### src/sv/btiu_pkg.sv
// Shared types, codes and constant tables of the bracketed turtle interpreter.
// No dependencies; imported by every module of the block.
`default_nettype none

package btiu_pkg;

    localparam int HEADING_STEPS = 12;
    localparam int POS_W         = 24;
    localparam int HEAD_W        = 4;
    localparam int BAL_W         = 16;
    localparam int LEN_W         = 10;
    localparam int ORG_W         = 12;
    localparam int CFG_IDX_W     = 3;
    localparam int CFG_DATA_W    = 12;
    localparam int TRIG_W        = 16;

    localparam logic [LEN_W-1:0] SEG_LEN_RST  = 10'd100;
    localparam logic [ORG_W-1:0] ORIGIN_X_RST = 12'd200;
    localparam logic [ORG_W-1:0] ORIGIN_Y_RST = 12'd400;

    typedef enum logic [2:0] {
        SYM_STEP   = 3'd0,
        SYM_PLUS   = 3'd1,
        SYM_MINUS  = 3'd2,
        SYM_PUSH   = 3'd3,
        SYM_POP    = 3'd4,
        SYM_IGNORE = 3'd5
    } t_symbol;

    typedef enum logic [CFG_IDX_W-1:0] {
        CFG_SEG_LEN     = 3'd0,
        CFG_MIRROR      = 3'd1,
        CFG_START_COLOR = 3'd2,
        CFG_ORIGIN_X    = 3'd3,
        CFG_ORIGIN_Y    = 3'd4
    } t_cfg_idx;

    typedef struct packed {
        logic [LEN_W-1:0] seg_len;
        logic             mirror;
        logic             start_color;
        logic [ORG_W-1:0] origin_x;
        logic [ORG_W-1:0] origin_y;
    } t_cfg;

    typedef struct packed {
        logic [POS_W-1:0]  x;
        logic [POS_W-1:0]  y;
        logic [HEAD_W-1:0] h;
    } t_entry;

    typedef struct packed {
        logic clear;
        logic push;
        logic pop;
    } t_stk_ctl;

    // sin(h*30deg) in Q2.14
    function automatic logic signed [TRIG_W-1:0] sin_q14(input logic [HEAD_W-1:0] h);
        logic signed [TRIG_W-1:0] v;
        unique case (h)
            4'd0:    v = 16'sd0;
            4'd1:    v = 16'sd8192;
            4'd2:    v = 16'sd14189;
            4'd3:    v = 16'sd16384;
            4'd4:    v = 16'sd14189;
            4'd5:    v = 16'sd8192;
            4'd6:    v = 16'sd0;
            4'd7:    v = -16'sd8192;
            4'd8:    v = -16'sd14189;
            4'd9:    v = -16'sd16384;
            4'd10:   v = -16'sd14189;
            4'd11:   v = -16'sd8192;
            default: v = 16'sd0;
        endcase
        return v;
    endfunction

    // -cos(h*30deg) in Q2.14, y grows downward
    function automatic logic signed [TRIG_W-1:0] ncos_q14(input logic [HEAD_W-1:0] h);
        logic signed [TRIG_W-1:0] v;
        unique case (h)
            4'd0:    v = -16'sd16384;
            4'd1:    v = -16'sd14189;
            4'd2:    v = -16'sd8192;
            4'd3:    v = 16'sd0;
            4'd4:    v = 16'sd8192;
            4'd5:    v = 16'sd14189;
            4'd6:    v = 16'sd16384;
            4'd7:    v = 16'sd14189;
            4'd8:    v = 16'sd8192;
            4'd9:    v = 16'sd0;
            4'd10:   v = -16'sd8192;
            4'd11:   v = -16'sd14189;
            default: v = 16'sd0;
        endcase
        return v;
    endfunction

endpackage

`default_nettype wire

### src/sv/btiu_cfg_regs.sv
// Configuration register file of the turtle interpreter.
// Depends on btiu_pkg for register codes, reset values and the t_cfg struct.
`default_nettype none

module btiu_cfg_regs (
    input  wire logic                                i_clk,
    input  wire logic                                i_rst_n,
    input  wire logic                                i_wr_en,
    input  wire logic [btiu_pkg::CFG_IDX_W-1:0]      i_wr_index,
    input  wire logic [btiu_pkg::CFG_DATA_W-1:0]     i_wr_data,
    output btiu_pkg::t_cfg                           o_cfg
);
    import btiu_pkg::*;

    t_cfg r_cfg;
    t_cfg n_cfg;

    always_comb begin
        n_cfg = r_cfg;
        if (i_wr_en) begin
            unique case (t_cfg_idx'(i_wr_index))
                CFG_SEG_LEN:     n_cfg.seg_len     = i_wr_data[LEN_W-1:0];
                CFG_MIRROR:      n_cfg.mirror      = i_wr_data[0];
                CFG_START_COLOR: n_cfg.start_color = i_wr_data[0];
                CFG_ORIGIN_X:    n_cfg.origin_x    = i_wr_data[ORG_W-1:0];
                CFG_ORIGIN_Y:    n_cfg.origin_y    = i_wr_data[ORG_W-1:0];
                default:         n_cfg = r_cfg;
            endcase
        end
    end

    always_ff @(posedge i_clk) begin
        if (!i_rst_n) begin
            r_cfg.seg_len     <= SEG_LEN_RST;
            r_cfg.mirror      <= 1'b0;
            r_cfg.start_color <= 1'b0;
            r_cfg.origin_x    <= ORIGIN_X_RST;
            r_cfg.origin_y    <= ORIGIN_Y_RST;
        end else begin
            r_cfg <= n_cfg;
        end
    end

    assign o_cfg = r_cfg;

endmodule

`default_nettype wire

### src/sv/btiu_stack.sv
// Save stack for position and heading: top and next entry held in registers,
// deeper entries in a memory with registered read. Depends on btiu_pkg.
`default_nettype none

module btiu_stack #(
    parameter int STACK_DEPTH = 32
) (
    input  wire logic                               i_clk,
    input  wire logic                               i_rst_n,
    input  wire btiu_pkg::t_stk_ctl                 i_ctl,
    input  wire btiu_pkg::t_entry                   i_push_data,
    output logic [$clog2(STACK_DEPTH+1)-1:0]        o_level,
    output btiu_pkg::t_entry                        o_top
);
    import btiu_pkg::*;

    localparam int LVL_W  = $clog2(STACK_DEPTH + 1);
    localparam int ADDR_W = $clog2(STACK_DEPTH);

    logic [LVL_W-1:0] r_level;
    logic [LVL_W-1:0] n_level;
    logic [LVL_W-1:0] base_lvl;
    logic [LVL_W-1:0] wr_lvl;
    logic [LVL_W-1:0] rd_lvl;
    t_entry           r_mem [STACK_DEPTH];
    t_entry           r_top;
    t_entry           r_below;

    always_comb begin
        base_lvl = i_ctl.clear ? '0 : r_level;
        n_level  = base_lvl;
        if (i_ctl.push) begin
            n_level = base_lvl + LVL_W'(1);
        end else if (i_ctl.pop) begin
            n_level = base_lvl - LVL_W'(1);
        end
    end

    assign wr_lvl = base_lvl - LVL_W'(1);
    assign rd_lvl = base_lvl - LVL_W'(3);

    always_ff @(posedge i_clk) begin
        if (!i_rst_n) begin
            r_level <= '0;
        end else begin
            r_level <= n_level;
        end
    end

    // old top spills into the memory on push; next entry refills on pop
    always_ff @(posedge i_clk) begin
        if (i_ctl.push) begin
            if (base_lvl != '0) begin
                r_mem[wr_lvl[ADDR_W-1:0]] <= r_top;
            end
            r_top   <= i_push_data;
            r_below <= r_top;
        end else if (i_ctl.pop) begin
            r_top   <= r_below;
            r_below <= r_mem[rd_lvl[ADDR_W-1:0]];
        end
    end

    assign o_level = r_level;
    assign o_top   = r_top;

    a_level_bound: assert property (@(posedge i_clk) disable iff (!i_rst_n)
        r_level <= LVL_W'(STACK_DEPTH))
        else $error("stack level beyond depth");

    a_push_pop_excl: assert property (@(posedge i_clk) disable iff (!i_rst_n)
        !(i_ctl.push && i_ctl.pop))
        else $error("push and pop in one cycle");

    a_push_level: assert property (@(posedge i_clk) disable iff (!i_rst_n)
        i_ctl.push |=> r_level != '0)
        else $error("stack empty after push");

    a_clear_level: assert property (@(posedge i_clk) disable iff (!i_rst_n)
        i_ctl.clear && !i_ctl.push && !i_ctl.pop |=> r_level == '0)
        else $error("stack not empty after clear");

endmodule

`default_nettype wire

### src/sv/bracketed_turtle_interpreter_unit.sv
// Bracketed L-system turtle interpreter, one symbol word in, one result word out.
// Depends on btiu_pkg, btiu_cfg_regs and btiu_stack.
//
// Input channel (i_in_valid/o_in_ready) takes symbol, first and last. Each word
// gives exactly one result word on the output channel (o_out_valid/i_out_ready):
// drawn, segment start and end (signed, 8 fraction bits), pen color, stack
// overflow and, on a last word, the balance flag.
// Configuration writes come on i_cfg_valid/o_cfg_ready with a register index and
// data; o_cfg_ready is always high. Write only while no word is in flight.
// An accepted word sits in the input register, is interpreted combinationally
// and lands in the result register when it advances; o_out_valid is high after it.
// Throughput: one word per cycle while the receiver is ready, set by the
// combinational turtle state update (one 10x16 multiply and a 24-bit add per axis).
// If the receiver stalls, the result register holds and the input register
// keeps one more word; o_in_ready drops only when both are full.
// Synchronous active-low reset restores register defaults, puts the turtle at
// the default origin with heading up, empties the stack and clears both stages.
`default_nettype none

module bracketed_turtle_interpreter_unit #(
    parameter int STACK_DEPTH = 32
) (
    input  wire logic                               i_clk,
    input  wire logic                               i_rst_n,
    input  wire logic                               i_in_valid,
    output logic                                    o_in_ready,
    input  wire logic [2:0]                         i_symbol,
    input  wire logic                               i_first,
    input  wire logic                               i_last,
    output logic                                    o_out_valid,
    input  wire logic                               i_out_ready,
    output logic                                    o_drawn,
    output logic signed [btiu_pkg::POS_W-1:0]       o_x_start,
    output logic signed [btiu_pkg::POS_W-1:0]       o_y_start,
    output logic signed [btiu_pkg::POS_W-1:0]       o_x_end,
    output logic signed [btiu_pkg::POS_W-1:0]       o_y_end,
    output logic                                    o_pen_color,
    output logic                                    o_stack_overflow,
    output logic                                    o_balanced,
    input  wire logic                               i_cfg_valid,
    output logic                                    o_cfg_ready,
    input  wire logic [btiu_pkg::CFG_IDX_W-1:0]     i_cfg_index,
    input  wire logic [btiu_pkg::CFG_DATA_W-1:0]    i_cfg_data
);
    import btiu_pkg::*;

    localparam int LVL_W  = $clog2(STACK_DEPTH + 1);
    localparam int PROD_W = LEN_W + 1 + TRIG_W;
    localparam int DLT_W  = PROD_W - 6;

    t_cfg             cfg;
    t_stk_ctl         stk_ctl;
    t_entry           stk_push;
    t_entry           stk_top;
    logic [LVL_W-1:0] stk_level;

    logic             in_acc;
    logic             adv;

    logic             r_a_valid;
    logic [2:0]       r_a_sym;
    logic             r_a_first;
    logic             r_a_last;

    logic [POS_W-1:0]  r_x, n_x;
    logic [POS_W-1:0]  r_y, n_y;
    logic [HEAD_W-1:0] r_head, n_head;
    logic              r_color, n_color;
    logic [BAL_W-1:0]  r_bal, n_bal;

    logic [POS_W-1:0]  base_x, base_y;
    logic [HEAD_W-1:0] base_head;
    logic              base_color;
    logic [BAL_W-1:0]  base_bal;
    logic [LVL_W-1:0]  base_lvl;
    logic              cw;
    logic              is_push, is_pop;

    logic signed [PROD_W-1:0] prod_x, prod_y;
    logic signed [PROD_W-1:0] rnd_x, rnd_y;
    logic signed [DLT_W-1:0]  dlt_x, dlt_y;

    logic              n_drawn, n_ovf, n_balanced;
    logic [POS_W-1:0]  n_xs, n_ys, n_xe, n_ye;
    logic              n_pen;

    logic              r_out_valid;
    logic              r_drawn, r_ovf, r_balanced, r_pen;
    logic [POS_W-1:0]  r_xs, r_ys, r_xe, r_ye;

    btiu_cfg_regs u_cfg (
        .i_clk      (i_clk),
        .i_rst_n    (i_rst_n),
        .i_wr_en    (i_cfg_valid),
        .i_wr_index (i_cfg_index),
        .i_wr_data  (i_cfg_data),
        .o_cfg      (cfg)
    );

    btiu_stack #(
        .STACK_DEPTH (STACK_DEPTH)
    ) u_stack (
        .i_clk       (i_clk),
        .i_rst_n     (i_rst_n),
        .i_ctl       (stk_ctl),
        .i_push_data (stk_push),
        .o_level     (stk_level),
        .o_top       (stk_top)
    );

    assign o_cfg_ready = 1'b1;

    assign adv        = r_a_valid && (!r_out_valid || i_out_ready);
    assign o_in_ready = !r_a_valid || adv;
    assign in_acc     = i_in_valid && o_in_ready;

    always_ff @(posedge i_clk) begin
        if (!i_rst_n) begin
            r_a_valid <= 1'b0;
        end else if (in_acc) begin
            r_a_valid <= 1'b1;
        end else if (adv) begin
            r_a_valid <= 1'b0;
        end
    end

    always_ff @(posedge i_clk) begin
        if (in_acc) begin
            r_a_sym   <= i_symbol;
            r_a_first <= i_first;
            r_a_last  <= i_last;
        end
    end

    always_comb begin
        base_x     = r_a_first ? POS_W'({cfg.origin_x, 8'h00}) : r_x;
        base_y     = r_a_first ? POS_W'({cfg.origin_y, 8'h00}) : r_y;
        base_head  = r_a_first ? '0 : r_head;
        base_color = r_a_first ? cfg.start_color : r_color;
        base_bal   = r_a_first ? '0 : r_bal;
        base_lvl   = r_a_first ? '0 : stk_level;

        prod_x = $signed({1'b0, cfg.seg_len}) * sin_q14(base_head);
        prod_y = $signed({1'b0, cfg.seg_len}) * ncos_q14(base_head);
        rnd_x  = prod_x + PROD_W'(32);
        rnd_y  = prod_y + PROD_W'(32);
        dlt_x  = DLT_W'(rnd_x >>> 6);
        dlt_y  = DLT_W'(rnd_y >>> 6);

        n_x        = base_x;
        n_y        = base_y;
        n_head     = base_head;
        n_color    = base_color;
        n_bal      = base_bal;
        n_drawn    = 1'b0;
        n_ovf      = 1'b0;
        n_xs       = '0;
        n_ys       = '0;
        n_xe       = '0;
        n_ye       = '0;
        n_pen      = 1'b0;
        is_push    = 1'b0;
        is_pop     = 1'b0;
        cw         = (t_symbol'(r_a_sym) == SYM_PLUS) ? !cfg.mirror : cfg.mirror;

        unique case (t_symbol'(r_a_sym))
            SYM_STEP: begin
                n_color = !base_color;
                n_x     = base_x + POS_W'(dlt_x);
                n_y     = base_y + POS_W'(dlt_y);
                n_drawn = 1'b1;
                n_xs    = base_x;
                n_ys    = base_y;
                n_xe    = n_x;
                n_ye    = n_y;
                n_pen   = n_color;
            end
            SYM_PLUS, SYM_MINUS: begin
                if (cw) begin
                    n_head = (base_head == HEAD_W'(HEADING_STEPS - 1)) ? '0
                                                                      : base_head + 1'b1;
                end else begin
                    n_head = (base_head == '0) ? HEAD_W'(HEADING_STEPS - 1)
                                               : base_head - 1'b1;
                end
            end
            SYM_PUSH: begin
                n_bal = base_bal + 1'b1;
                if (base_lvl == LVL_W'(STACK_DEPTH)) begin
                    n_ovf = 1'b1;
                end else begin
                    is_push = 1'b1;
                end
            end
            SYM_POP: begin
                n_bal = base_bal - 1'b1;
                if (base_lvl != '0) begin
                    is_pop = 1'b1;
                    n_x    = stk_top.x;
                    n_y    = stk_top.y;
                    n_head = stk_top.h;
                end
            end
            default: begin
                n_head = base_head;
            end
        endcase

        n_balanced = r_a_last && (n_bal == '0);
    end

    assign stk_ctl.clear = adv && r_a_first;
    assign stk_ctl.push  = adv && is_push;
    assign stk_ctl.pop   = adv && is_pop;
    assign stk_push.x    = base_x;
    assign stk_push.y    = base_y;
    assign stk_push.h    = base_head;

    always_ff @(posedge i_clk) begin
        if (!i_rst_n) begin
            r_x         <= POS_W'({ORIGIN_X_RST, 8'h00});
            r_y         <= POS_W'({ORIGIN_Y_RST, 8'h00});
            r_head      <= '0;
            r_color     <= 1'b0;
            r_bal       <= '0;
            r_out_valid <= 1'b0;
        end else begin
            if (adv) begin
                r_x     <= n_x;
                r_y     <= n_y;
                r_head  <= n_head;
                r_color <= n_color;
                r_bal   <= n_bal;
            end
            if (adv) begin
                r_out_valid <= 1'b1;
            end else if (i_out_ready) begin
                r_out_valid <= 1'b0;
            end
        end
    end

    always_ff @(posedge i_clk) begin
        if (adv) begin
            r_drawn    <= n_drawn;
            r_xs       <= n_xs;
            r_ys       <= n_ys;
            r_xe       <= n_xe;
            r_ye       <= n_ye;
            r_pen      <= n_pen;
            r_ovf      <= n_ovf;
            r_balanced <= n_balanced;
        end
    end

    assign o_out_valid      = r_out_valid;
    assign o_drawn          = r_drawn;
    assign o_x_start        = r_xs;
    assign o_y_start        = r_ys;
    assign o_x_end          = r_xe;
    assign o_y_end          = r_ye;
    assign o_pen_color      = r_pen;
    assign o_stack_overflow = r_ovf;
    assign o_balanced       = r_balanced;

    a_head_range: assert property (@(posedge i_clk) disable iff (!i_rst_n)
        r_head < HEAD_W'(HEADING_STEPS))
        else $error("heading out of range");

    a_adv_out: assert property (@(posedge i_clk) disable iff (!i_rst_n)
        adv |=> r_out_valid)
        else $error("interpreted word not presented");

    a_idle_zero: assert property (@(posedge i_clk) disable iff (!i_rst_n)
        r_out_valid && !r_drawn |->
            r_xs == '0 && r_ys == '0 && r_xe == '0 && r_ye == '0 && !r_pen)
        else $error("segment fields set without a segment");

    a_ovf_only_push: assert property (@(posedge i_clk) disable iff (!i_rst_n)
        adv && n_ovf |-> stk_level == LVL_W'(STACK_DEPTH) && !r_a_first)
        else $error("overflow flagged below full stack");

endmodule

`default_nettype wire
### config.mk
export PLATFORM = sky130hd
export DESIGN_NAME = bracketed_turtle_interpreter_unit
export DESIGN_NICKNAME = d
export VERILOG_FILES = /design/src/sv/btiu_pkg.sv /design/src/sv/btiu_cfg_regs.sv /design/src/sv/btiu_stack.sv /design/src/sv/bracketed_turtle_interpreter_unit.sv
export SDC_FILE = /design/constraint.sdc
export NUM_CORES = 2
export LEC_CHECK = 0
export BUFFER_PORTS_ARGS = -buffer_cell sky130_fd_sc_hd__buf_2
export CAP_MARGIN = 30
export CORE_ASPECT_RATIO = 0.8
export CORE_MARGIN = 4
export CORE_UTILIZATION = 55
export DETAILED_ROUTE_END_ITERATION = 12
export MAX_ROUTING_LAYER = met4
export PLACE_DENSITY = 0.7
export SLEW_MARGIN = 20
export SYNTH_ARGS = -nofsm -noshare
export SYNTH_HDL_FRONTEND = slang
export SYNTH_SLANG_ARGS = --single-unit
### constraint.sdc
create_clock -name i_clk -period 18.8 [get_ports i_clk]
set_clock_uncertainty 0.1 [all_clocks]
set_input_delay 1.88 -clock i_clk [delete_from_list [all_inputs] [get_ports i_clk]]
set_output_delay 1.88 -clock i_clk [all_outputs]
set_load 0.05 [all_outputs]
Yosys cells after proc, flatten, opt, wreduce, memory -nomap -nowiden
Memories as Yosys holds them, arrays and structs flattened.
Cells that the tools add are included.

word-level totals
  flip-flop bits (word level) = 322
  bits in writable memories = 1664
  ROM bits = 512
  bits of input ports = 25
  output and inout port bits = 103
  logic and storage cells = 121
  memories = 3

memories
  memory            words  bits a word  rd ports  clocked after Yosys merged registers in  write ports  RTL line          source
  u_stack.r_mem     32     52           1         0                                        1            btiu_stack.sv:25  t_entry r_mem [STACK_DEPTH];
  (name not given)  16     16           1         0                                        0            btiu_pkg.sv:61    unique case (h)
  (name not given)  16     16           1         0                                        0            btiu_pkg.sv:82    unique case (h)

operators by class
  add/subtract/negate cells = 11
  $mul = 2
  eq/ne operators = 10
  multiplexer cells = 38
  reduce and logical (&&, ||, !) cells = 27

operators with widths
  operator               number
  $mux 52                4
  $mux 24                4
  $pmux 24 s2            2
  $add 27x7->27 const B  2
  $mul 11x16->27         2
  $add 24x24->24         2
  $pmux 16 s2            1
  $mux 6                 4
  $mux 4                 5
  $add 16x1->16 const B  1
  $logic_not 16->1       1
  $mux 1                 16
  $mux 16                1
  $sub 16x1->16 const B  1
  $eq 3x2->1 const B     4
  $reduce_bool 6->1      2
  $reduce_and 2->1       5
  $pmux 4 s2             1
  $add 6x1->6 const B    1
  $eq 3x1->1 const B     2
  $eq 3x3->1 const B     2
  $eq 6x6->1 const B     1
  $logic_and 1x1->1      6
  $logic_not 3->1        2
  10 further kinds       16

Logic depth before layout (Yosys ltp)
  word-level depth = 9
  depth in mapped cells = 38
  gate-level depth less buffers = 38

By module
Synthesis repeated with hierarchy kept, for this count alone.

second synthesis, totals
  cell total of the unflattened synthesis = 5859
  area total of the unflattened synthesis = 91008.5 um^2

by module, submodules not included
  module                             instances  cells each  area each (um^2)  sequential area each (um^2)
  btiu_stack                         1          3330        68210.4           53211.0
  bracketed_turtle_interpreter_unit  1          2386        21356.7           4574.4
  btiu_cfg_regs                      1          143         1441.4            720.7

Worst setup path before layout
Ideal clock, no wire load.

  path type = register to register
  start point = register r_a_first
  end point = register r_xe[22] (netlist: o_x_end[22]) (data pin)
  setup time = 0.132 ns
  arrival = 8.345 ns
  required time = 18.568 ns
  path slack = 10.223 ns
  stages on the path, launching flop included = 35
  path buffers = 1
  period minus slack after synthesis = 8.577 ns
  cell sequence = edfxtp_1 clkinv_1 nand2_1 ha_1 nand2_1 a21oi_1 clkbuf_1 and2_1 fa_1 ha_1 a21oi_1 fa_1 inv_1 fa_1 inv_1 fa_1 inv_1 ha_1 a21o_1 a21oi_1 nor2b_1 or2_2 o32ai_1 nor2_1 o21a_1 nor2_1 xnor2_1 ha_1 nand4_1 a211o_1 a2111oi_0 o21ai_0 a211o_1 a211o_1 nand2_1

between the ends
  longest elaborated chain between the ends = 5
  elaborated cells between the ends (all ways) = 6
  classes of those cells = add/sub: 2; mul: 1; mux: 2; memory: 1

ends and longest elaborated chain
  item                    RTL line                                  source
  from (decl)             bracketed_turtle_interpreter_unit.sv:62   logic r_a_first;
  from (signal assigned)  bracketed_turtle_interpreter_unit.sv:130  r_a_first <= i_first;
  $mux 4                  bracketed_turtle_interpreter_unit.sv:138  base_head = r_a_first ? '0 : r_head;
  $mem_v2 16x16           -
  $mul 11x16->27          bracketed_turtle_interpreter_unit.sv:143  prod_x = $signed({1'b0, cfg.seg_len}) * sin_q14(base_head);
  $add 27x7->27           bracketed_turtle_interpreter_unit.sv:145  rnd_x = prod_x + PROD_W'(32);
  $add 24x24->24 *        bracketed_turtle_interpreter_unit.sv:169  n_x = base_x + POS_W'(dlt_x);
  to (signal assigned)    bracketed_turtle_interpreter_unit.sv:248  r_xe <= n_xe;
  to (decl)               bracketed_turtle_interpreter_unit.sv:89   logic [POS_W-1:0] r_xs, r_ys, r_xe, r_ye;

Every way passes the cells marked *; elsewhere a longest branch is shown, timed or not.
A chain may end at the register's enable or synchronous reset.

Worst setup path in the final report
  start point = register r_a_first
  end point = register r_x[23]

between the ends
  longest elaborated chain between the ends = 6
  elaborated cells between the ends (all ways) = 10
  classes of those cells = add/sub: 2; mul: 1; mux: 5; reduce/logical: 1; memory: 1

ends and longest elaborated chain
  item                  RTL line                                  source
  $mux 4                bracketed_turtle_interpreter_unit.sv:138
  $mem_v2 16x16         -
  $mul 11x16->27        bracketed_turtle_interpreter_unit.sv:143
  $add 27x7->27         bracketed_turtle_interpreter_unit.sv:145
  $add 24x24->24        bracketed_turtle_interpreter_unit.sv:169
  $pmux 24 s2 *         bracketed_turtle_interpreter_unit.sv:166  unique case (t_symbol'(r_a_sym))
  to (signal assigned)  bracketed_turtle_interpreter_unit.sv:221  r_x <= POS_W'({ORIGIN_X_RST, 8'h00});
  to (signal assigned)  bracketed_turtle_interpreter_unit.sv:229  r_x <= n_x;
  to (decl)             bracketed_turtle_interpreter_unit.sv:65   logic [POS_W-1:0] r_x, n_x;

Marks and branches as above.

==> impl_metrics.env <==
export IMPL_async_flop_share_pct=0
export IMPL_cts_tree="done"
export IMPL_final_core_util_pct=62.0
export IMPL_drv_slew=0
export IMPL_io_pins=128
export IMPL_cts_sinks=1986
export IMPL_slowest_delay_ps=760
export IMPL_drc=0
export IMPL_grt_remaining_overflow=0
export IMPL_nets=6127
export IMPL_cts_buffer_depth=3
export IMPL_cts_inserted_buffers=178
export IMPL_chipHeight_um=371
export IMPL_grt_pass1_vias=49854
export IMPL_grt_max_degree=129
export IMPL_die_w_um=461
export IMPL_final_setup_tns_ps=0
export IMPL_drive_gt1_share_pct=19.8
export IMPL_power_uw=9250
export IMPL_hold_path_class="register to register"
export IMPL_ctsResizeCount=0
export IMPL_p_leak_uw=0.0356
export IMPL_drtIter0Drc=7171
export IMPL_fill_cells=11582
export IMPL_die_area_sq_mm=0.171
export IMPL_ctsHoldBuffers=0
export IMPL_fin_crit_ps=9810
export IMPL_setup_violations=0
export IMPL_drtPass1Iterations=8
export IMPL_num_rows=132
export IMPL_clkLatencyLatePin_ps=840
export IMPL_cp_arrival_ps=10450
export IMPL_vdd_ir_drop_max_v=0.0000976
export IMPL_synth_edf_count=1873
export IMPL_endpoint_kind="register"
export IMPL_ant_nets=0
export IMPL_hold_viol_final=0
export IMPL_max_freq_mhz=102
export IMPL_cts_reportedPaths_clkPinSlew_ps=70
export IMPL_dpl_hpwl_um=143000
export IMPL_yosys_warnings=0
export IMPL_cts_root_buf="clkbuf_16"
export IMPL_cts_max_level=4
export IMPL_gp_congestion=0.938
export IMPL_grt_pass1_wl_um=345000
export IMPL_synthesis_area_sq_mm=0.0905
export IMPL_antenna_found_initial=4
export IMPL_status="finished clean"
export IMPL_grt_usage_pct=28.6
export IMPL_portBuffers=126
export IMPL_postSynthAreaPerCell_sq_um=16.6
export IMPL_hold_ws_ps=360
export IMPL_fin_ws_ps=8990
export IMPL_crit_slowest_cell="a21oi_2"
export IMPL_ys_ff_latch=1986
export IMPL_wl_um=236000
export IMPL_yosysUniqueCellTypes=85
export IMPL_worstMarginPinSlew_ps=1030
export IMPL_vias=50624
export IMPL_critical_path_class="register to register"
export IMPL_worst_path_max_fanout=23
export IMPL_synthFlopType="edfxtp_1"
export IMPL_rsz0062_at_grt="no"
export IMPL_initial_core_util_pct=55.6
export IMPL_cts_setup_buffers=0
export IMPL_area_growth_pct=11.4
export IMPL_core_area_sq_mm=0.163
export IMPL_slew_headroom_pct=31.0
export IMPL_wire_per_inst_um=29.6
export IMPL_start_kind="register"
export IMPL_dpl_worst_slack_ps=8910
export IMPL_max_cap_viol_count=0
export IMPL_cp_required_ps=19440
export IMPL_synth_seq_area_share_pct=64.7
export IMPL_syn_inst=5437
export IMPL_power_density_mw_per_mm2=91.7
export IMPL_fin_crit_sh_pct=52.2
export IMPL_viasPerCell=6.36
==> Yosys cell counts, types with 95 or more instances <==
cell	number	area share (%)
fa_1	225	5.0
dfxtp_1	113	2.5
mux4_2	520	13
a21oi_1	165	0.91
o21ai_0	191	1.1
nand2_1	396	1.6
ha_1	215	3.0
edfxtp_1	1873	62
clkbuf_1	170	0.71
mux2i_1	95	1.1
inv_1	432	1.8
nor2_1	231	0.96
==> per-layer routing <==
metal	share of wire (%)	global-route usage (%)	wire, um	vias up
li1	-	-	-	21169
met1	42	43.3	99100	26291
met2	45	40.6	106000	2784
met3	10	4.91	24000	380
met4	2.9	8.23	6850	0
met5	0	-	0	-
==> power by group <==
group | switching, uW | total [uW] | internal (uW)
Combinational | 518 | 852 | 335
Sequential | 17.9 | 4820 | 4810
Clock | 1650 | 3570 | 1920
==> sequential cells by signal (all words and copies together) (netlist names), 3 cells and up <==
register         count
u_stack.r_mem     1664
u_stack.o_top       52
u_stack.r_below     52
u_cfg.o_cfg         36
o_x_end             24
o_x_start           24
o_y_end             24
o_y_start           24
r_x                 24
r_y                 24
r_bal               16
u_stack.o_level      6
r_head               4
r_a_sym              3
==> logic make-up after synthesis <==
logic type | count (synthesis) | share of synthesized area, %
AOI/OAI and AO/OA | 639 | 4.43
DFF | 1986 | 64.7
muxes | 615 | 14.0
adders and majority gates | 440 | 7.95
and+or+nand+nor | 943 | 4.74
other | 2 | 0.00830
buffers and inverters | 693 | 3.02
xor gates and xnor gates | 119 | 1.20
==> through the flow <==
step / cells / instance area, sq um
global route: 7955 / 101000
floorplan: 5438 / 90500
global placement: 7560 / 94000
detailed placement: 7597 / 94700
CTS: 7926 / 100000
finish: 7956 / 101000
==> placed cells by master (no fill, tap or decap), drive strengths merged, types with 9 or more instances in the layout <==
cell type,netlist,routed
bufinv,0,9
nand2b,25,25
o21a,25,25
nor2b,51,51
dfxtp,113,113
clkinv,3,84
xnor2,70,70
clkbuf,170,230
and3,20,20
nand4,12,12
ha,215,215
inv,433,437
mux4,520,520
mux2i,95,95
nand3,39,39
o31ai,11,11
edfxtp,1873,1873
o21bai,9,9
or2,16,16
nor2,232,232
nand2,398,398
or3,13,13
a31oi,14,14
a22oi,9,9
xor2,46,46
buf,87,299
a221oi,10,10
a21oi,165,165
a21o,54,54
a211oi,28,28
nor3,46,46
fa,225,225
o21ai,219,219
and2,62,62
==> area by class of cell <==
| type | count | area (sq um) | area share, % |
|---|---|---|---|
| diodes | 1 | 2.50 | 0.00248 |
| clock inverters | 100 | 961 | 0.953 |
| inverters | 436 | 1650 | 1.64 |
| multi-input cells | 2759 | 29600 | 29.4 |
| clock buffers | 229 | 4720 | 4.68 |
| flip-flops and latches | 1986 | 58500 | 58.0 |
| repair buffers | 301 | 2690 | 2.67 |
| well taps | 2144 | 2680 | 2.66 |
==> critical path, delay by kind of cell, from the launching register on <==
family / cells / cell delay (ps)
adder cells (fa/ha/maj): 8 / 3220
AO/OA/AOI/OAI: 10 / 2810
AND/OR/NAND/NOR: 9 / 1990
buffers and inverters: 6 / 800
XOR/XNOR: 2 / 470
flip-flops: 1 / 320
==> path summary, 6_finish.rpt <==
check	end	start	depth (start not counted)	slack [ps]
setup / recovery	r_x[23]	r_a_first	35	8990
hold / removal	r_y[3]	r_y[3]	2	360
setup reg to reg	r_x[23]	r_a_first	35	8990
hold reg to reg	r_y[3]	r_y[3]	2	360
Note: power is estimated with default switching activity, not from simulation.
